===== config.mk =====
export PLATFORM = sky130hd
export DESIGN_NAME = json_string_escaper_utf8_flat
export DESIGN_NICKNAME = d
export VERILOG_FILES = /design/src/sv/jse_pkg.sv /design/src/sv/jse_if.sv /design/src/sv/json_string_escaper_utf8.sv /design/src/sv/jse_ram.sv /design/src/sv/jse_front.sv /design/src/sv/jse_emit.sv /design/src/flat_wrapper.sv
export SDC_FILE = /design/constraint.sdc
export NUM_CORES = 1
export LEC_CHECK = 0
export BUFFER_PORTS_ARGS = -buffer_cell sky130_fd_sc_hd__buf_4
export CAP_MARGIN = 20
export CORE_ASPECT_RATIO = 0.5
export CORE_MARGIN = 8
export CORE_UTILIZATION = 29
export DETAILED_ROUTE_END_ITERATION = 7
export SLEW_MARGIN = 25
export SYNTH_ARGS = -nofsm -noshare
export SYNTH_HDL_FRONTEND = slang
export SYNTH_HIERARCHICAL = 1
export SYNTH_SLANG_ARGS = --single-unit

===== constraint.sdc =====
create_clock -name clk -period 10.15 [get_ports clk]
set_input_delay 2.03 -clock clk [delete_from_list [all_inputs] [get_ports clk]]
set_output_delay 2.03 -clock clk [all_outputs]
set_load 0.1 [all_outputs]

===== src/sv/jse_pkg.sv =====
`default_nettype none
package jse_pkg;

    // Held-byte store: two banks of four entries, addressed {bank, index}.
    localparam int RamWidth = 8;
    localparam int RamDepth = 8;
    localparam int RamAw    = $clog2(RamDepth);

    // Body kinds of one output job.
    localparam logic [2:0] K_NONE  = 3'd0;
    localparam logic [2:0] K_CLOSE = 3'd1;
    localparam logic [2:0] K_RAW   = 3'd2;
    localparam logic [2:0] K_ESC2  = 3'd3;
    localparam logic [2:0] K_U1    = 3'd4;
    localparam logic [2:0] K_U2    = 3'd5;

    localparam logic [7:0] CH_QUOTE = 8'h22;
    localparam logic [7:0] CH_BSL   = 8'h5c;
    localparam logic [7:0] CH_U     = 8'h75;

    // One input item's worth of output: optional opening quote, held bytes
    // replayed from the store, then a body.
    typedef struct packed {
        logic        open;
        logic [1:0]  nheld;
        logic        bank;
        logic [2:0]  kind;
        logic [7:0]  c;
        logic [15:0] v0;
        logic [15:0] v1;
    } job_t;

    function automatic logic [7:0] hex_char(input logic [3:0] n);
        return (n < 4'd10) ? (8'h30 + {4'h0, n}) : (8'h57 + {4'h0, n});
    endfunction

    function automatic logic [3:0] body_len(input logic [2:0] kind);
        case (kind)
            K_CLOSE: return 4'd1;
            K_RAW:   return 4'd1;
            K_ESC2:  return 4'd2;
            K_U1:    return 4'd6;
            K_U2:    return 4'd12;
            default: return 4'd0;
        endcase
    endfunction

    function automatic logic [7:0] u_byte(input logic [15:0] v, input logic [2:0] k);
        case (k)
            3'd0:    return CH_BSL;
            3'd1:    return CH_U;
            3'd2:    return hex_char(v[15:12]);
            3'd3:    return hex_char(v[11:8]);
            3'd4:    return hex_char(v[7:4]);
            default: return hex_char(v[3:0]);
        endcase
    endfunction

    function automatic logic [7:0] body_byte(input logic [2:0] kind, input logic [3:0] k,
                                             input logic [7:0] c, input logic [15:0] v0,
                                             input logic [15:0] v1);
        logic [3:0] k2;
        k2 = k - 4'd6;
        case (kind)
            K_CLOSE: return CH_QUOTE;
            K_RAW:   return c;
            K_ESC2:  return (k == 4'd0) ? CH_BSL : c;
            K_U1:    return u_byte(v0, k[2:0]);
            K_U2:    return (k < 4'd6) ? u_byte(v0, k[2:0]) : u_byte(v1, k2[2:0]);
            default: return c;
        endcase
    endfunction

endpackage
`default_nettype wire


===== src/sv/jse_if.sv =====
`default_nettype none
interface jse_in_if;
    logic       valid;
    logic       ready;
    logic       opcode;
    logic [7:0] data_byte;
    modport source(output valid, output opcode, output data_byte, input ready);
    modport sink(input valid, input opcode, input data_byte, output ready);
endinterface

interface jse_out_if;
    logic       valid;
    logic       ready;
    logic [7:0] out_byte;
    logic       run_last;
    modport source(output valid, output out_byte, output run_last, input ready);
    modport sink(input valid, input out_byte, input run_last, output ready);
endinterface
`default_nettype wire


===== src/sv/json_string_escaper_utf8.sv =====
`default_nettype none
// JSON string escaper with streaming UTF-8 decoding. Feed a string one byte
// per input beat (opcode 0) and close it with an end beat (opcode 1); the
// output channel carries the escaped JSON text, quotes included, one byte
// per beat, with run_last marking the final byte caused by each input beat.
// Quote, backslash, newline, carriage return, tab, backspace and form feed
// get short escapes, other control codes become \u00xx, and with ascii_only
// set (the reset value) every code point from 0x7F up becomes \uxxxx or a
// surrogate pair. Malformed bytes pass through raw. The bytes of an
// unfinished sequence live in a small two-bank memory with a registered read;
// a new sequence always starts in the other bank, so a flush of the old
// bytes never races the write of the new lead. Input is taken at one byte
// per cycle while each byte yields at most one output byte and the output
// is not stalled; an input that yields more output bytes (twelve for a
// surrogate pair alone) holds the output sequencer, and the input waits.
// Output bytes pass the job, pending and output registers. Bytes that only
// start or extend a sequence give no output unless the opening quote is due.
module json_string_escaper_utf8 (
    input  wire logic clk,
    input  wire logic rst_n,
    jse_in_if.sink    in_ch,
    jse_out_if.source out_ch,
    input  wire logic cfg_we,
    input  wire logic cfg_wdata
);
    import jse_pkg::*;

    job_t             job;
    logic             job_valid;
    logic             take;
    logic             ram_we;
    logic [RamAw-1:0] ram_waddr;
    logic [7:0]       ram_wdata;
    logic             ram_re;
    logic [RamAw-1:0] ram_raddr;
    logic [7:0]       ram_rdata;

    // Decoder: tracks the UTF-8 state and turns each accepted beat that yields output into a job.
    jse_front u_front (
        .clk       (clk),
        .rst_n     (rst_n),
        .in_ch     (in_ch),
        .cfg_we    (cfg_we),
        .cfg_wdata (cfg_wdata),
        .take      (take),
        .job       (job),
        .job_valid (job_valid),
        .ram_we    (ram_we),
        .ram_waddr (ram_waddr),
        .ram_wdata (ram_wdata)
    );

    // Held-byte store for unfinished sequences.
    jse_ram #(
        .Width (RamWidth),
        .Depth (RamDepth)
    ) u_held (
        .clk   (clk),
        .we    (ram_we),
        .waddr (ram_waddr),
        .wdata (ram_wdata),
        .re    (ram_re),
        .raddr (ram_raddr),
        .rdata (ram_rdata)
    );

    // Sequencer: walks a job beat by beat into the output register.
    jse_emit u_emit (
        .clk       (clk),
        .rst_n     (rst_n),
        .job       (job),
        .job_valid (job_valid),
        .take      (take),
        .ram_re    (ram_re),
        .ram_raddr (ram_raddr),
        .ram_rdata (ram_rdata),
        .out_ch    (out_ch)
    );
endmodule
`default_nettype wire


===== src/sv/jse_ram.sv =====
`default_nettype none
module jse_ram #(
    parameter int Width = 8,
    parameter int Depth = 8
) (
    input  wire logic                     clk,
    input  wire logic                     we,
    input  wire logic [$clog2(Depth)-1:0] waddr,
    input  wire logic [Width-1:0]         wdata,
    input  wire logic                     re,
    input  wire logic [$clog2(Depth)-1:0] raddr,
    output logic      [Width-1:0]         rdata
);
    logic [Width-1:0] mem [Depth];

    always_ff @(posedge clk)
    begin
        if (we)
        begin
            mem[waddr] <= wdata;
        end
        if (re)
        begin
            rdata <= mem[raddr];
        end
    end
endmodule
`default_nettype wire


===== src/sv/jse_front.sv =====
`default_nettype none
module jse_front (
    input  wire logic                clk,
    input  wire logic                rst_n,
    jse_in_if.sink                   in_ch,
    input  wire logic                cfg_we,
    input  wire logic                cfg_wdata,
    input  wire logic                take,
    output jse_pkg::job_t            job,
    output logic                     job_valid,
    output logic                     ram_we,
    output logic [jse_pkg::RamAw-1:0] ram_waddr,
    output logic [7:0]               ram_wdata
);
    import jse_pkg::*;

    logic        ascii_reg;
    logic        instr_reg, instr_next;
    logic [1:0]  hcnt_reg, hcnt_next;
    logic [1:0]  need_reg, need_next;
    logic [20:0] pcode_reg, pcode_next;
    logic        bank_reg, bank_next;
    logic [7:0]  lead_reg, lead_next;

    logic        acc;
    logic [7:0]  b;
    logic [7:0]  lo, hi;
    logic        cont;
    logic [20:0] pc;
    logic        do_emit;
    logic        fresh;
    logic        wr_en;
    logic [20:0] cp;
    logic [19:0] sv;

    assign acc         = in_ch.valid & take;
    assign in_ch.ready = take;
    assign b           = in_ch.data_byte;
    assign pc          = {pcode_reg[14:0], b[5:0]};
    assign sv          = 20'(cp - 21'h10000);

    // The store is written only when the beat is really taken, so an offered
    // but waiting beat never disturbs bytes that a running job still reads.
    assign ram_we      = acc & wr_en;

    // Allowed range of the next continuation byte; the second byte of a
    // sequence carries the overlong, surrogate and upper-bound checks.
    always_comb
    begin
        lo = 8'h80;
        hi = 8'hbf;
        if (hcnt_reg == 2'd1)
        begin
            case (lead_reg)
                8'he0:   lo = 8'ha0;
                8'hed:   hi = 8'h9f;
                8'hf0:   lo = 8'h90;
                8'hf4:   hi = 8'h8f;
                default: lo = 8'h80;
            endcase
        end
        cont = (b >= lo) && (b <= hi);
    end

    always_comb
    begin
        instr_next = instr_reg;
        hcnt_next  = hcnt_reg;
        need_next  = need_reg;
        pcode_next = pcode_reg;
        bank_next  = bank_reg;
        lead_next  = lead_reg;
        wr_en      = 1'b0;
        ram_waddr  = {bank_reg, hcnt_reg};
        ram_wdata  = b;
        job        = '0;
        job.open   = ~instr_reg;
        job.bank   = bank_reg;
        job.kind   = K_NONE;
        do_emit    = 1'b0;
        fresh      = 1'b0;
        cp         = '0;

        if (in_ch.opcode)
        begin
            job.nheld  = hcnt_reg;
            job.kind   = K_CLOSE;
            hcnt_next  = 2'd0;
            need_next  = 2'd0;
            pcode_next = '0;
            instr_next = 1'b0;
        end
        else
        begin
            instr_next = 1'b1;
            if ((need_reg != 2'd0) && cont)
            begin
                if (need_reg == 2'd1)
                begin
                    do_emit    = 1'b1;
                    cp         = pc;
                    hcnt_next  = 2'd0;
                    need_next  = 2'd0;
                    pcode_next = '0;
                end
                else
                begin
                    wr_en      = 1'b1;
                    hcnt_next  = hcnt_reg + 2'd1;
                    need_next  = need_reg - 2'd1;
                    pcode_next = pc;
                end
            end
            else
            begin
                job.nheld  = hcnt_reg;
                hcnt_next  = 2'd0;
                need_next  = 2'd0;
                pcode_next = '0;
                fresh      = 1'b1;
            end
        end

        if (fresh)
        begin
            if (!b[7])
            begin
                do_emit = 1'b1;
                cp      = {13'd0, b};
            end
            else if (b inside {[8'hc2:8'hdf], [8'he0:8'hef], [8'hf0:8'hf4]})
            begin
                // A new lead byte goes to the other bank so the flush of the
                // old sequence can still read its bytes.
                wr_en      = 1'b1;
                ram_waddr  = {~bank_reg, 2'd0};
                bank_next  = ~bank_reg;
                hcnt_next  = 2'd1;
                lead_next  = b;
                if (b < 8'he0)
                begin
                    need_next  = 2'd1;
                    pcode_next = {16'd0, b[4:0]};
                end
                else if (b < 8'hf0)
                begin
                    need_next  = 2'd2;
                    pcode_next = {17'd0, b[3:0]};
                end
                else
                begin
                    need_next  = 2'd3;
                    pcode_next = {18'd0, b[2:0]};
                end
            end
            else
            begin
                job.kind = K_RAW;
                job.c    = b;
            end
        end

        if (do_emit)
        begin
            if ((cp == 21'h22) || (cp == 21'h5c))
            begin
                job.kind = K_ESC2;
                job.c    = cp[7:0];
            end
            else if (cp == 21'h0a)
            begin
                job.kind = K_ESC2;
                job.c    = 8'h6e;
            end
            else if (cp == 21'h0d)
            begin
                job.kind = K_ESC2;
                job.c    = 8'h72;
            end
            else if (cp == 21'h09)
            begin
                job.kind = K_ESC2;
                job.c    = 8'h74;
            end
            else if (cp == 21'h08)
            begin
                job.kind = K_ESC2;
                job.c    = 8'h62;
            end
            else if (cp == 21'h0c)
            begin
                job.kind = K_ESC2;
                job.c    = 8'h66;
            end
            else if (cp < 21'h20)
            begin
                job.kind = K_U1;
                job.v0   = {11'd0, cp[4:0]};
            end
            else if ((cp < 21'h7f) || ((cp == 21'h7f) && !ascii_reg))
            begin
                job.kind = K_RAW;
                job.c    = cp[7:0];
            end
            else if (!ascii_reg)
            begin
                // Raw pass-through of a complete multibyte sequence.
                job.nheld = hcnt_reg;
                job.kind  = K_RAW;
                job.c     = b;
            end
            else if (cp < 21'h10000)
            begin
                job.kind = K_U1;
                job.v0   = cp[15:0];
            end
            else
            begin
                job.kind = K_U2;
                job.v0   = 16'hd800 + {6'd0, sv[19:10]};
                job.v1   = 16'hdc00 + {6'd0, sv[9:0]};
            end
        end
    end

    assign job_valid = acc && (job.open || (job.nheld != 2'd0) || (job.kind != K_NONE));

    always_ff @(posedge clk or negedge rst_n)
    begin
        if (!rst_n)
        begin
            ascii_reg <= 1'b1;
            instr_reg <= 1'b0;
            hcnt_reg  <= 2'd0;
            need_reg  <= 2'd0;
            pcode_reg <= '0;
            bank_reg  <= 1'b0;
            lead_reg  <= '0;
        end
        else
        begin
            if (cfg_we)
            begin
                ascii_reg <= cfg_wdata;
            end
            if (acc)
            begin
                instr_reg <= instr_next;
                hcnt_reg  <= hcnt_next;
                need_reg  <= need_next;
                pcode_reg <= pcode_next;
                bank_reg  <= bank_next;
                lead_reg  <= lead_next;
            end
        end
    end

`ifndef SYNTHESIS
    a_need_has_lead: assert property (@(posedge clk) disable iff (!rst_n)
        (need_reg != 2'd0) |-> (hcnt_reg != 2'd0))
        else $error("continuation expected with no lead byte held");
    a_seq_len: assert property (@(posedge clk) disable iff (!rst_n)
        (({1'b0, hcnt_reg} + {1'b0, need_reg}) <= 3'd4))
        else $error("held plus expected bytes exceed four");
    a_end_clears: assert property (@(posedge clk) disable iff (!rst_n)
        (acc && in_ch.opcode) |=> ((hcnt_reg == 2'd0) && !instr_reg))
        else $error("end beat left a sequence or an open string behind");
`endif
endmodule
`default_nettype wire


===== src/sv/jse_emit.sv =====
`default_nettype none
module jse_emit (
    input  wire logic                 clk,
    input  wire logic                 rst_n,
    input  wire jse_pkg::job_t        job,
    input  wire logic                 job_valid,
    output logic                      take,
    output logic                      ram_re,
    output logic [jse_pkg::RamAw-1:0] ram_raddr,
    input  wire logic [7:0]           ram_rdata,
    jse_out_if.source                 out_ch
);
    import jse_pkg::*;

    logic       jvalid_reg;
    job_t       job_reg;
    logic [3:0] step_reg;
    logic       pvalid_reg;
    logic       pram_reg;
    logic [7:0] pbyte_reg;
    logic       plast_reg;
    logic       ovalid_reg;
    logic [7:0] obyte_reg;
    logic       olast_reg;

    logic [3:0] total;
    logic [3:0] j;
    logic [3:0] k;
    logic       is_open;
    logic       in_held;
    logic       last;
    logic       p_move;
    logic       issue;
    logic [7:0] step_byte;

    assign total   = {3'd0, job_reg.open} + {2'd0, job_reg.nheld} + body_len(job_reg.kind);
    assign j       = step_reg - {3'd0, job_reg.open};
    assign k       = j - {2'd0, job_reg.nheld};
    assign is_open = job_reg.open && (step_reg == 4'd0);
    assign in_held = !is_open && (j < {2'd0, job_reg.nheld});
    assign last    = (step_reg == (total - 4'd1));

    assign p_move  = pvalid_reg && (!ovalid_reg || out_ch.ready);
    assign issue   = jvalid_reg && (!pvalid_reg || p_move);
    assign take    = !jvalid_reg || (issue && last);

    assign ram_re    = issue && in_held;
    assign ram_raddr = {job_reg.bank, j[1:0]};

    assign step_byte = is_open ? CH_QUOTE
                               : body_byte(job_reg.kind, k, job_reg.c, job_reg.v0, job_reg.v1);

    always_ff @(posedge clk or negedge rst_n)
    begin
        if (!rst_n)
        begin
            jvalid_reg <= 1'b0;
            step_reg   <= 4'd0;
            pvalid_reg <= 1'b0;
            ovalid_reg <= 1'b0;
        end
        else
        begin
            if (take)
            begin
                jvalid_reg <= job_valid;
                step_reg   <= 4'd0;
            end
            else if (issue)
            begin
                step_reg <= step_reg + 4'd1;
            end

            if (issue)
            begin
                pvalid_reg <= 1'b1;
            end
            else if (p_move)
            begin
                pvalid_reg <= 1'b0;
            end

            if (p_move)
            begin
                ovalid_reg <= 1'b1;
            end
            else if (out_ch.ready)
            begin
                ovalid_reg <= 1'b0;
            end
        end
    end

    always_ff @(posedge clk)
    begin
        if (take)
        begin
            job_reg <= job;
        end
        if (issue)
        begin
            pram_reg  <= in_held;
            pbyte_reg <= step_byte;
            plast_reg <= last;
        end
        if (p_move)
        begin
            obyte_reg <= pram_reg ? ram_rdata : pbyte_reg;
            olast_reg <= plast_reg;
        end
    end

    assign out_ch.valid    = ovalid_reg;
    assign out_ch.out_byte = obyte_reg;
    assign out_ch.run_last = olast_reg;

`ifndef SYNTHESIS
    a_job_nonempty: assert property (@(posedge clk) disable iff (!rst_n)
        jvalid_reg |-> (total != 4'd0))
        else $error("active job has no beats");
    a_read_pending: assert property (@(posedge clk) disable iff (!rst_n)
        ram_re |=> (pvalid_reg && pram_reg))
        else $error("store read not tracked by pending stage");
    a_job_retire: assert property (@(posedge clk) disable iff (!rst_n)
        (issue && last && !job_valid) |=> !jvalid_reg)
        else $error("job did not retire after its last beat");
`endif
endmodule
`default_nettype wire

===== src/flat_wrapper.sv =====
// flat-port wrapper written by rule: the top's interface ports become plain ports
module json_string_escaper_utf8_flat import jse_pkg::*;
  (clk, rst_n, cfg_we, cfg_wdata, in_ch_valid, in_ch_opcode, in_ch_data_byte, in_ch_ready, out_ch_valid, out_ch_out_byte, out_ch_run_last, out_ch_ready);
  jse_in_if in_ch_i ();
  jse_out_if out_ch_i ();
  input  wire logic clk;
  input  wire logic rst_n;
  input  wire logic cfg_we;
  input  wire logic cfg_wdata;
  input wire logic [$bits(in_ch_i.valid)-1:0] in_ch_valid;
  input wire logic [$bits(in_ch_i.opcode)-1:0] in_ch_opcode;
  input wire logic [$bits(in_ch_i.data_byte)-1:0] in_ch_data_byte;
  output wire logic [$bits(in_ch_i.ready)-1:0] in_ch_ready;
  output wire logic [$bits(out_ch_i.valid)-1:0] out_ch_valid;
  output wire logic [$bits(out_ch_i.out_byte)-1:0] out_ch_out_byte;
  output wire logic [$bits(out_ch_i.run_last)-1:0] out_ch_run_last;
  input wire logic [$bits(out_ch_i.ready)-1:0] out_ch_ready;
  assign in_ch_i.valid = in_ch_valid;
  assign in_ch_i.opcode = in_ch_opcode;
  assign in_ch_i.data_byte = in_ch_data_byte;
  assign in_ch_ready = in_ch_i.ready;
  assign out_ch_valid = out_ch_i.valid;
  assign out_ch_out_byte = out_ch_i.out_byte;
  assign out_ch_run_last = out_ch_i.run_last;
  assign out_ch_i.ready = out_ch_ready;
  json_string_escaper_utf8 u_core (.clk(clk), .rst_n(rst_n), .in_ch(in_ch_i), .out_ch(out_ch_i), .cfg_we(cfg_we), .cfg_wdata(cfg_wdata));
endmodule

# --- After elaboration in Yosys (flattened, before gate mapping) ---
# Memories as Yosys holds them, arrays and structs flattened. A register that Yosys moved wholly into a read port is not among the register bits.
# Cells that the tools add are included.
totals:
  output_inout_bits: 11
  mem_count: 1
  ram_bits: 64
  reg_bits: 103
  word_cells: 263
  inputBits: 15
op_classes:
  n_reduce_logical: 41
  muxes: 112
  add_sub_neg: 28
  n_bitwise: 6
  n_eq_ne: 28
  n_lt_le_gt_ge: 23
mem_list:
  columns: ["name", "words", "width", "read_ports", "rd_clocked_by_memory_dff", "wr", "line", "text"]
  rows:
  - ["u_core.u_held.mem", 8, 8, 1, 1, 1, "jse_ram.sv:14", "logic [Width-1:0] mem [Depth];"]
op_table:
  columns: ["operator", "count"]
  rows:
  - ["two-way mux 32 bit", 8]
  - ["two-way mux 8 bit", 14]
  - ["two-way mux 11 bit", 10]
  - ["equality test 21 x 4 -> 1 bit, second input constant", 5]
  - ["two-way mux 21 bit", 5]
  - ["two-way mux 15 bit", 6]
  - ["one-hot mux 8 bit (5 select lines)", 2]
  - ["adder 7 x 4 -> 8 bit, first input constant", 8]
  - ["two-way mux 16 bit", 4]
  - ["adder 6 x 4 -> 7 bit, first input constant", 8]
  - ["two-way mux 2 bit", 25]
  - ["two-way mux 43 bit", 1]
  - ["equality test 21 x 7 -> 1 bit, second input constant", 2]
  - ["adder 15 x 11 -> 16 bit, first input constant", 2]
  - ["equality test 8 bit, second input constant", 4]
  - ["less-than comparator 4 bit, second input constant", 8]
  - ["one-hot mux 8 bit (4 select lines)", 1]
  - [">= comparator 8 bit, second input constant", 3]
  - ["less-or-equal comparator 8 bit, second input constant", 3]
  - ["one-hot mux 6 bit (2 select lines)", 2]
  - ["two-way mux 1 bit", 23]
  - ["equality test 21 x 6 -> 1 bit, second input constant", 1]
  - ["less-than comparator 21 x 17 -> 1 bit, second input constant", 1]
  - ["less-than comparator 21 x 6 -> 1 bit, second input constant", 1]
  - ["other kinds (40)", 91]

# --- Depth between registers and ports, before layout ---
# Gate-level depths: netlist of the first run.
logic_depth:
  ltp_word: 26
  depth_mapped: 19
  depth_no_buf: 17

# --- Hierarchy ---
# The synthesis of the first run kept the hierarchy.
modules_own_cells:
  columns: ["module", "area_per_inst_um2", "instances", "cells_per_inst", "seq_area_each_um2"]
  rows:
  - ["jse_emit", 4265.3, 1, 385, 2157.1]
  - ["jse_front", 2781.4, 1, 354, 752.0]
  - ["jse_ram", 2771.4, 1, 114, 2162.1]

# --- Worst setup path before layout of the first run ---
# No wires, ideal clock.
synth_path:
  path_kind: "reg2out"
  startpoint: "register u_core/u_emit/job_reg[40] in the netlist's numbering"
  endpoint: "output port in_ch_ready"
  required_time_ns: 8.120
  path_stages_with_launch: 12
  arrival_ns: 3.570
  setup_slack_ns: 4.550
  n_path_buf: 2
  cell_sequence: "edfxtp_1 -> clkbuf_1 -> xor2_1 -> nand2b_1 -> ha_1 -> inv_1 -> ha_1 -> fa_1 -> xor2_1 -> nor4_1 -> a21bo_2 -> buf_4"
synth_between:
  elab_chain_len: 8
  elab_cells_between_ends: 12
  classes_between: "add/sub (2); eq/ne (6); mux (1); reduce/logical (3)"
synth_lines:
  columns: ["item", "line", "text"]
  rows:
  - ["start, declared", "jse_emit.sv:16", "job_t job_reg;"]
  - ["start signal, assigned", "jse_emit.sv:98", "job_reg <= job;"]
  - ["equality test 3 x 1 -> 1 bit or equality test 3 x 2 -> 1 bit (tied branches)", "jse_pkg.sv:38", "case (kind)"]
  - ["OR reduction 2 bit (no source line)", null, null]
  - ["one-hot mux 4 bit (4 select lines) *", "jse_pkg.sv:38", null]
  - ["adder 4 bit *", "jse_emit.sv:36", "assign total = {3'd0, job_reg.open} + {2'd0, job_reg.nheld} + body_len(job_reg.kind);"]
  - ["subtractor 4 x 1 -> 4 bit *", "jse_emit.sv:41", "assign last = (step_reg == (total - 4'd1));"]
  - ["equality test 4 bit *", "jse_emit.sv:41", null]
  - ["via u_core.u_emit.last", "jse_emit.sv:31", "logic last;"]
  - ["logical AND 1 bit *", "jse_emit.sv:45", "assign take = !jvalid_reg || (issue && last);"]
  - ["logical OR 1 bit *", "jse_emit.sv:45", null]
  - ["end, declared", "flat_wrapper.sv:13", "output wire logic [$bits(in_ch_i.ready)-1:0] in_ch_ready;"]
# The timed path passes the listed nets; every way through them passes the cells marked *.

# --- Final worst setup path of the first run ---
# Ends and elaborated chain as after synthesis.

==> results.md, run 1 <==
| Metric | Value |
|---|---|
| Result of the run | finished clean |
| Footprint of the multi-input gates | 4240 um^2 |
| Core area | 33,200 um^2 |
| Number of different library cells in the post-synthesis netlist | 91 |
| Post-synthesis to final-layout area growth | 10.6% |
| Final nets | 895 |
| Fraction of layout cells with a size suffix above 1 | 13.0% |
| Final setup violation count | 0 |
| Number of sinks driven by the clock tree | 175 |
| Period utilization | 60.6% |
| Actual slew at the worst max-slew pin | 0.841 ns |
| Dominant synthesized flop cell | edfxtp_1 |
| Flops & latches, synth | 175 |
| Inserted Clock Buffers | 17 |
| Buffer and inverter count on the worst path | 3 |
| Crit path DAT | 4.12 ns |
| Number of post-CTS setup repair buffers | 0 |
| Number of buffers between clock root and the deepest sink | 2 |
| Worst path max stage delay | 0.55 ns |
| Worst-path fanout max | 53 |
| Largest delay share family, worst path | simple AND/OR/NAND/NOR gates |
| Synthesized instance count | 853 |
| Die footprint | 40,400 um^2 |
| Total cell area at the placement stage | 10,300 um^2 |
| Clock Pin Slew Worst Setup and Hold Paths | 0.06 ns |
| Die height | 146 um |
| Final weighted congestion in routability-driven placement | 0.913 |
| Count of instances resized after the clock tree is built | 0 |
| Final Util | 32.7% |
| Number of endpoints with negative hold slack in the final report | 0 |
| Initial detailed-routing violation count | 495 |
| Flip-flop count of the largest register, all copies and words added | 64 |
| Endpoint type of the worst setup path | output port |
| Number of buffers inserted for hold repair after clock tree synthesis | 0 |
| Critical Path Most Common Cell | buf_4 |
| Per-cell via count in the routed design | 5.20 |
| Antenna violations before repair | 0 |
| H-Tree Level Count | 4 |
| Number of cells traversed by the worst hold path | 0 |
| Final Max Slew Viols | 0 |
| TritonCTS clock tree | built |
| Highest-delay cell along the critical path | edfxtp_1 |
| Proportion of register bits with asynchronous set or reset after synthesis | 21.1% |
| Required time at the worst-slack endpoint | 8.12 ns |
| List of most frequent post-synthesis cells | 138 x edfxtp_1, 74 x nand2_1, 55 x nor2_1 |
| Fraction of the yosys area taken by sequential cells | 51.7% |
| Width of the chip | 276 um |
| Row count | 47 |
| Top area cells in the synthesized netlist | edfxtp_1 42%, dfrtp_1 9.2%, mux4_1 4.0% |
| Number of synthesized flops with an enable pin | 138 |
| Routed wirelength normalized by instance count | 17.4 um |
| Footprint of the flip-flops and latches | 5070 um^2 |
| Synthesized net count | 898 |
| Most frequent cell after synthesis | edfxtp_1 |
| Global-route wire length before repair | 36.1 mm |
| Min cycle time layout | 6.15 ns |
| Final instance area | 10,900 um^2 |
| CTS root buf | clkbuf_16 |
| Mean post-synth cell area | 11.5 um^2 |
| R2R depth | 14 |
| Starting Density | 29.5% |
| R2R setup slack | 4.89 ns |
| Type of origin of the critical path | register |
| Setup repair after global routing missed its margin | false |
| Source of the worst hold timing path | u_core/u_emit/plast_reg |
| Clock latency on the worst-skew pair | 0.42 ns |
| Maximum number of pins on one net before global-route repair | 54 |
| DRT Wirelength | 22.6 mm |
| ANT cells | 0 |
| Max Clk Rate | 0.163 GHz |
| Area fraction of the dominant cell type after synthesis | 42.2% |
| Biggest area consumer among synthesized cells | edfxtp_1 |
| Endpoint of the lowest-slack register-to-register path | u_core/u_held/mem[2][7] |
| Iteration count of the initial detailed-routing pass | 7 |
| I/O pin count | 26 |
| GR Overflow Total | 0 |
| Class of the most critical setup path | reg2out |
| Clock skew | 0.0112 ns |
| Number of nets with antenna violations after detailed routing | 0 |
| Worst hold slack after final layout | 0.452 ns |
| Class of the worst hold path | reg2reg |
| Filler cell count in the final layout | 3,250 |
| Synth Cell Area | 9820 um^2 |
| Cells along the critical path | nor3b_1 > nor2_1 > ha_1 > inv_1 > fa_1 > xor2_1 > nor4_1 > a21bo_2 > buf_4 > buf_4 |
| Number of warnings issued by yosys | 6 |
| Remaining max-slew budget at the tightest pin | 43.7% |
| Via count of the first global-routing pass | 6,609 |
| Hold EP | u_core/u_emit/out_ch.run_last |
| Setup TNS Final | 0 ns |
| Total track usage | 11.0% |
| Number of maximum-capacitance constraint violations | 0 |
| Beginning of the worst register-to-register path | u_core/u_emit/job_reg[40] |
| Remaining design rule violation count | 0 |
| Post-detailed-placement half-perimeter wirelength | 15.9 mm |
| Count of buffers inserted at the top-level ports | 25 |
| Count of vias placed by the detailed router | 6,779 |
per-stage QoR:
step | worst slack [ns] | cells
final | 4.00 | 1304
after global routing | 3.70 | 1304
after CTS | 3.98 | 1304
after detailed placement | 4.47 | 1272
after global placement | 4.53 | 1272
after floorplan | 4.55 | 853
layout by cell type, fill, tap and decap left out, types with 12 or more instances in the layout:
cell | Yosys | final
nand2_1 | 74 | 74
o21ai_0 | 45 | 45
nor3_1 | 17 | 15
edfxtp_1 | 138 | 138
mux4_1 | 15 | 15
nor2b_1 | 12 | 12
mux2_2 | 24 | 24
and2_1 | 19 | 19
nor2_1 | 55 | 55
a21oi_1 | 44 | 44
nor4_1 | 12 | 12
nand2b_1 | 18 | 18
dfrtp_1 | 36 | 36
ha_1 | 28 | 28
clkbuf_16 | 0 | 17
o31ai_1 | 12 | 12
buf_4 | 16 | 29
inv_1 | 52 | 52
xnor2_1 | 14 | 14
layout make-up:
cell class	instances	share of cell area (%)
multi-input cells	575	39.1
repair buffers	29	2.01
clock inverters	12	1.21
inverters	52	1.80
flip-flops and latches	175	46.7
clock buffers	20	4.11
well taps	441	5.08
worst register-to-register path, delay by kind of cell, from the launching register on:
kind	cells	cell delay, ns
flops	1	0.55
buf+inv	3	0.85
fa+ha+maj	2	0.77
xor+xnor	1	0.15
simple gates	6	2.00
compound gates	2	0.57
cells by family after synthesis:
logic type	count (synthesis)	synth area share (%)
fa+ha+maj	30	3.98
other cells	1	0.0382
flops	175	51.7
compound gates	208	14.5
mux	43	7.43
simple gates	268	14.5
buf+inv	103	5.24
xor+xnor	25	2.68
layer usage:
layer	track usage [%]	vias to the layer above	wire length, um
met3	2.18	28	1100
li1	-	3209	-
met2	18.0	197	10600
met1	14.6	3345	10500
met4	3.70	0	435
met5	0	-	0
worst max path at each step:
stage	start	to	cells after the start
after floorplan	u_core/u_emit/job_reg[40]	in_ch_ready	11
after global placement	u_core/u_emit/job_reg[40]	in_ch_ready	10
after detailed placement	u_core/u_emit/job_reg[40]	in_ch_ready	10
after CTS	u_core/u_emit/job_reg[40]	in_ch_ready	10
after global routing	u_core/u_emit/job_reg[40]	in_ch_ready	12
final	u_core/u_emit/job_reg[40]	in_ch_ready	10
Power of run 1 is not shown: default switching activity piles up to over one toggle a cycle in this logic, so the estimate is an artifact.
==> run 2: changes to the inputs <==
- clock period: 10.15 -> 5.2 ns (I/O delays scaled with it)
==> run 2 against run 1 <==
Effect of this change:
- via count increased by 0.37%
- clock-buffer cell count decreased by 2
- worst setup slack got worse by 3.6 ns
- clock skew decreased by 0.00075 ns
- sequential share of layout area about the same
- first-iteration DRC count increased by 17%
- routed wire length increased by 1.7%
- hold slack got worse by 0.0080 ns
- highest routed layer unchanged
==> results.md, run 2 (synthesis gave the netlist of run 1 again) <==
| Metric | Value | vs previous |
|---|---|---|
| Global routing met3 resource utilization | 2.15% | -0.032 points |
| Met2 demand-to-capacity share in global routing | 18.0% | +0.087 points |
| Per-cell via count in the routed design | 5.20 | about the same |
| Endpoint type of the worst setup path | output port |  |
| Iteration count of the initial detailed-routing pass | 5 | -2 |
| Cells along the critical path | nor3b_1 > nor2_1 > ha_1 > inv_1 > fa_1 > xor2_1 > nor4_1 > a21bo_2 > buf_4 |  |
| Core area | 33,200 um^2 | unchanged |
| Total track usage | 11.1% | +0.058 points |
| GR Overflow Total | 0 | unchanged |
| Final Max Slew Viols | 0 | unchanged |
| Row count | 47 | unchanged |
| Type of origin of the critical path | register |  |
| Antenna violations before repair | 0 | unchanged |
| GRT met1 Usage | 14.4% | -0.25 points |
| Worst path max stage delay | 0.56 ns | about the same |
| Actual slew at the worst max-slew pin | 0.820 ns | -0.0212 ns |
| Highest-delay cell along the critical path | edfxtp_1 |  |
| Required time at the worst-slack endpoint | 4.16 ns | -3.96 ns |
| Busiest layer in global routing | met2 |  |
| Most frequent cells in the layout | 138 x edfxtp_1, 74 x nand2_1, 55 x nor2_1, 52 x inv_1, 45 x o21ai_0 |  |
| Count of vias placed by the detailed router | 6,804 | +0.37% |
| Fraction of layout cells with a size suffix above 1 | 13.3% | +0.29 points |
| Setup repair after global routing missed its margin | false |  |
| Number of buffers inserted for hold repair after clock tree synthesis | 0 | unchanged |
| Number of cells in the finished layout apart from fillers | 1,308 | +0.31% |
| Number of sinks driven by the clock tree | 175 | unchanged |
| Class of the worst hold path | reg2reg |  |
| Max Clk Rate | 0.207 GHz |  |
| Most frequent standard cell in the layout excluding fill and tap cells | edfxtp_1 |  |
| Number of post-CTS setup repair buffers | 0 | unchanged |
| ANT cells | 0 | unchanged |
| Flip-flop count of the largest register, all copies and words added | 64 | unchanged |
| Post-detailed-placement half-perimeter wirelength | 16.3 mm | +2.5% |
| Inserted Clock Buffers | 17 | unchanged |
| Width of the chip | 276 um | unchanged |
| Crit path DAT | 3.79 ns | -0.33 ns |
| Filler cell count in the final layout | 3,255 | +0.15% |
| Maximum number of pins on one net before global-route repair | 43 | -20% |
| Post-synthesis to final-layout area growth | 10.6% | about the same |
| I/O pin count | 26 | unchanged |
| Final setup violation count | 0 | unchanged |
| Setup TNS Final | 0 ns | unchanged |
| Worst-path fanout max | 12 | -77% |
| Starting Density | 29.5% | unchanged |
| H-Tree Level Count | 4 | unchanged |
| Number of nets with antenna violations after detailed routing | 0 | unchanged |
| Final weighted congestion in routability-driven placement | 0.855 | -6.3% |
| Class of the most critical setup path | reg2out |  |
| Die footprint | 40,400 um^2 | unchanged |
| TritonCTS clock tree | built |  |
| Count of buffers inserted at the top-level ports | 25 | unchanged |
| Number of endpoints with negative hold slack in the final report | 0 | unchanged |
| Number of maximum-capacitance constraint violations | 0 | unchanged |
| Period utilization | 92.8% |  |
| DRT Wirelength | 23.0 mm | +1.7% |
| Cell total after placement | 1,276 | +0.31% |
| Die height | 146 um | unchanged |
| Remaining max-slew budget at the tightest pin | 45.1% | +1.4 points |
| Clock Pin Slew Worst Setup and Hold Paths | 0.07 ns | about the same |
| Routed wirelength normalized by instance count | 17.6 um | +1.4% |
| Min cycle time layout | 4.83 ns |  |
| Number of buffers between clock root and the deepest sink | 2 | unchanged |
| Final nets | 899 | +0.45% |
| Count of instances resized after the clock tree is built | 0 | unchanged |
| CTS root buf | clkbuf_16 |  |
| Clock latency on the worst-skew pair | 0.43 ns | about the same |
| Remaining design rule violation count | 0 | unchanged |
| Clock skew | 0.0105 ns | -0.000752 ns |
| Initial detailed-routing violation count | 581 | +17% |
| Via count of the first global-routing pass | 6,762 | +2.3% |
| Result of the run | finished clean |  |
| Global-route wire length before repair | 36.3 mm | +0.61% |
| Final Util | 32.7% | about the same |
-- run 2: changes by cell type in the layout (fill, tap and decap cells not counted), moves of 2 or more --
| cell | previous run | this run |
|---|---|---|
| buf_4 | 29 | 33 |
| clkinvlp_4 | 0 | 3 |
| nor3_2 | 3 | 1 |
| nor3_1 | 15 | 17 |
-- run 2: worst max-delay path, delay by kind of cell (launching register included) --
family,cells,cell delay [ns]
simple gates,3,1.00
fa+ha+maj,2,0.77
flops,1,0.56
compound gates,1,0.45
buf+inv,2,0.43
xor+xnor,1,0.15
-- run 2: worst paths after layout --
kind | from | to | slack, ns | cells after the start
max | u_core/u_emit/job_reg[40] | in_ch_ready | 0.37 | 9
min | u_core/u_emit/plast_reg | u_core/u_emit/out_ch.run_last | 0.44 | 0
max reg2reg | u_core/u_emit/job_reg[40] | u_core/u_held/mem[2][4] | 0.60 | 13
min reg2reg | u_core/u_emit/plast_reg | u_core/u_emit/out_ch.run_last | 0.44 | 0
max in group asynchronous | rst_n | u_core/u_front/lead_reg[0] | 4.20 | 1
min in group asynchronous | rst_n | u_core/u_emit/out_ch.valid | 0.60 | 1
-- run 2: per-stage QoR --
step / setup WS, ns / hold slack (ns) / cell area (um^2)
floorplan: 0.265 / 0.400 / 9820
global placement: 0.810 / 0.444 / 10300
detailed placement: 0.627 / 0.441 / 10300
CTS: 0.357 / 0.452 / 10900
global route: 0.148 / 0.458 / 10900
finish: 0.372 / 0.444 / 10900
-- run 2: final cells by class --
class | instances | area, um^2 | share of cell area, %
Sequential cell | 175 | 5070 | 46.7
Timing Repair Buffer | 33 | 248 | 2.28
Clock buffer | 18 | 429 | 3.95
Tap cell | 441 | 552 | 5.08
Inverter | 52 | 195 | 1.80
Clock inverter | 14 | 130 | 1.20
Multi-Input combinational cell | 575 | 4230 | 39.0
-- run 2: metal layers --
| layer | routed length [um] | share of wire (%) | vias to the layer above |
|---|---|---|---|
| li1 | - | - | 3201 |
| met1 | 10600 | 46 | 3345 |
| met2 | 10700 | 46 | 218 |
| met3 | 1230 | 5.3 | 40 |
| met4 | 539 | 2.3 | 0 |
| met5 | 0 | 0 | - |
Power of run 2 is left out for the same reason.
==> run 3: changes to the inputs <==
- ABC_CLOCK_PERIOD_IN_PS: not set -> 5200
- CORE_ASPECT_RATIO: 0.5 -> not set
==> run 3 against run 2 <==
Effect of this change:
- first-iteration DRC count decreased by 27%
- worst setup slack improved by 0.060 ns
- maximum frequency increased by 1.3%
- critical path depth increased by 1
- cell count increased by 0.92%
- critical path type unchanged
- routed wire length decreased by 0.43%
- cell area increased by 1.0%
- core utilization increased by 0.12 points
==> results.md, run 3 (synthesis gave the netlist of run 1 again) <==
| Metric | Value | vs previous |
|---|---|---|
| Remaining max-slew budget at the tightest pin | 27.7% | -17 points |
| Remaining design rule violation count | 0 | unchanged |
| Most frequent standard cell in the layout excluding fill and tap cells | edfxtp_1 |  |
| Post-synthesis to final-layout area growth | 11.7% |  |
| GR Overflow Total | 0 | unchanged |
| Post-route worst setup slack | 0.432 ns | +0.0597 ns |
| Row count | 67 | +43% |
| Type of origin of the critical path | register |  |
| Class of the most critical setup path | reg2out |  |
| TritonCTS clock tree | built |  |
| Setup repair after global routing missed its margin | false |  |
| Inserted Clock Buffers | 17 | unchanged |
| I/O pin count | 26 | unchanged |
| Number of buffers between clock root and the deepest sink | 2 | unchanged |
| Die height | 200 um | +37% |
| Via count of the first global-routing pass | 6,444 | -4.7% |
| Class of the worst hold path | reg2reg |  |
| Fraction of layout cells with a size suffix above 1 | 13.8% | +0.50 points |
| Crit path DAT | 3.73 ns | -0.06 ns |
| Number of buffers inserted for hold repair after clock tree synthesis | 0 | unchanged |
| Endpoint type of the worst setup path | output port |  |
| Number of post-CTS setup repair buffers | 0 | unchanged |
| Antenna violations before repair | 0 | unchanged |
| Count of instances resized after the clock tree is built | 0 | unchanged |
| Clock latency on the worst-skew pair | 0.42 ns | about the same |
| Highest-delay cell along the critical path | nor4_1 |  |
| Die footprint | 40,000 um^2 | -0.88% |
| Final weighted congestion in routability-driven placement | 0.857 | +0.23% |
| DRT Wirelength | 22.9 mm | -0.43% |
| Number of nets with antenna violations after detailed routing | 0 | unchanged |
| Worst slack after detailed placement | 0.773 ns | +0.146 ns |
| Number of endpoints with negative hold slack in the final report | 0 | unchanged |
| Critical Path Most Common Cell | nor2_1 |  |
| Maximum number of pins on one net before global-route repair | 50 | +16% |
| Cells along the critical path | nand2_1 > nor2_1 > nor2_1 > ha_1 > inv_1 > fa_1 > xor2_1 > nor4_1 > a21bo_2 > buf_4 |  |
| CTS root buf | clkbuf_16 |  |
| Clock Pin Slew Worst Setup and Hold Paths | 0.07 ns | about the same |
| Width of the chip | 200 um | -28% |
| Required time at the worst-slack endpoint | 4.16 ns | about the same |
| Largest delay share family, worst path | simple AND/OR/NAND/NOR gates |  |
| Total track usage | 11.6% | +0.48 points |
| Post-detailed-placement half-perimeter wirelength | 16.2 mm | -0.57% |
| Worst-path fanout max | 11 | -1 |
| Filler cell count in the final layout | 3,304 | +1.5% |
| Max Clk Rate | 0.210 GHz | +1.3% |
| Global-route wire length before repair | 36.3 mm | -0.13% |
| Most frequent cells in the layout | 138 x edfxtp_1, 74 x nand2_1, 55 x nor2_1, 52 x inv_1, 45 x o21ai_0 |  |
| Setup TNS Final | 0 ns | unchanged |
| Count of vias placed by the detailed router | 6,754 | -0.73% |
| Final nets | 904 | +0.56% |
| Footprint of the multi-input gates | 4230 um^2 | unchanged |
| Iteration count of the initial detailed-routing pass | 6 | +1 |
| H-Tree Level Count | 4 | unchanged |
| Initial detailed-routing violation count | 426 | -27% |
| Flip-flop count of the largest register, all copies and words added | 64 | unchanged |
| Result of the run | finished clean |  |
| Footprint of the flip-flops and latches | 5070 um^2 | unchanged |
| Number of maximum-capacitance constraint violations | 0 | unchanged |
| Count of buffers inserted at the top-level ports | 25 | unchanged |
| Starting Density | 29.4% | -0.20 points |
| Min cycle time layout | 4.77 ns | -0.0597 ns |
| Clock skew | 0.00958 ns | -0.000867 ns |
| Number of sinks driven by the clock tree | 175 | unchanged |
| Worst path max stage delay | 0.63 ns | +0.07 ns |
| Final setup violation count | 0 | unchanged |
| Actual slew at the worst max-slew pin | 1.07 ns | +0.251 ns |
| Final Max Slew Viols | 0 | unchanged |
| ANT cells | 0 | unchanged |
| Period utilization | 91.7% | -1.1 points |
| Per-cell via count in the routed design | 5.12 | -1.6% |
| Routed wirelength normalized by instance count | 17.4 um | -1.3% |
| Core area | 33,400 um^2 | +0.67% |
| Buffer and inverter count on the worst path | 2 | unchanged |
==> run 3: cell types whose count changed in the layout (fill, tap and decap cells not counted), sizes merged <==
| cell | before | now |
|---|---|---|
| buf | 33 | 38 |
| bufinv | 1 | 2 |
| clkinv | 4 | 6 |
| clkinvlp | 3 | 0 |
==> run 3: worst reg2reg max path: cells and delay by family (launching register included) <==
kind,cells,cell delay [ns]
buf+inv,1,0.07
flops,1,0.42
simple gates,9,2.24
fa+ha+maj,3,0.72
compound gates,3,0.81
==> run 3: cell type report <==
cell class              instances  share of cell area, %
clock buffers                  18                   3.91
clock inverters                14                   1.78
inverters                      52                   1.78
multi-input cells             575                   38.6
flip-flops and latches        175                   46.2
well taps                     448                   5.11
repair buffers                 38                   2.60
==> run 3: per-layer routing <==
layer,GRT usage (%),wire length [um],vias to the layer above
met5,0,0,-
met3,1.79,876,47
met2,17.5,10400,180
met4,5.18,743,0
li1,-,-,3222
met1,16.2,10900,3305
==> run 3: metrics by stage <==
stage               cell area [um^2]  util, %  cells  hold WS [ns]
finish                         11000     32.8   1320         0.432
detailed placement             10300     30.9   1288         0.416
global placement               10300     30.9   1288         0.423
floorplan                       9820        -    853         0.400
global route                   11000     32.8   1320         0.451
CTS                            11000     32.8   1320         0.433
==> run 3: path summary, 6_finish.rpt <==
path                                                  from                       endpoint  slack (ns)  cells after the start
min in group asynchronous                            rst_n     u_core/u_emit/out_ch.valid        0.57                      1
worst max-delay path             u_core/u_emit/job_reg[40]                    in_ch_ready        0.43                     10
worst min register to register     u_core/u_emit/plast_reg  u_core/u_emit/out_ch.run_last        0.43                      0
worst max register to register  u_core/u_front/hcnt_reg[1]      u_core/u_emit/job_reg[41]        0.70                     16
max in group asynchronous                            rst_n       u_core/u_front/ascii_reg        4.24                      1
worst min-delay path               u_core/u_emit/plast_reg  u_core/u_emit/out_ch.run_last        0.43                      0
Power of run 3 is left out for the same reason.
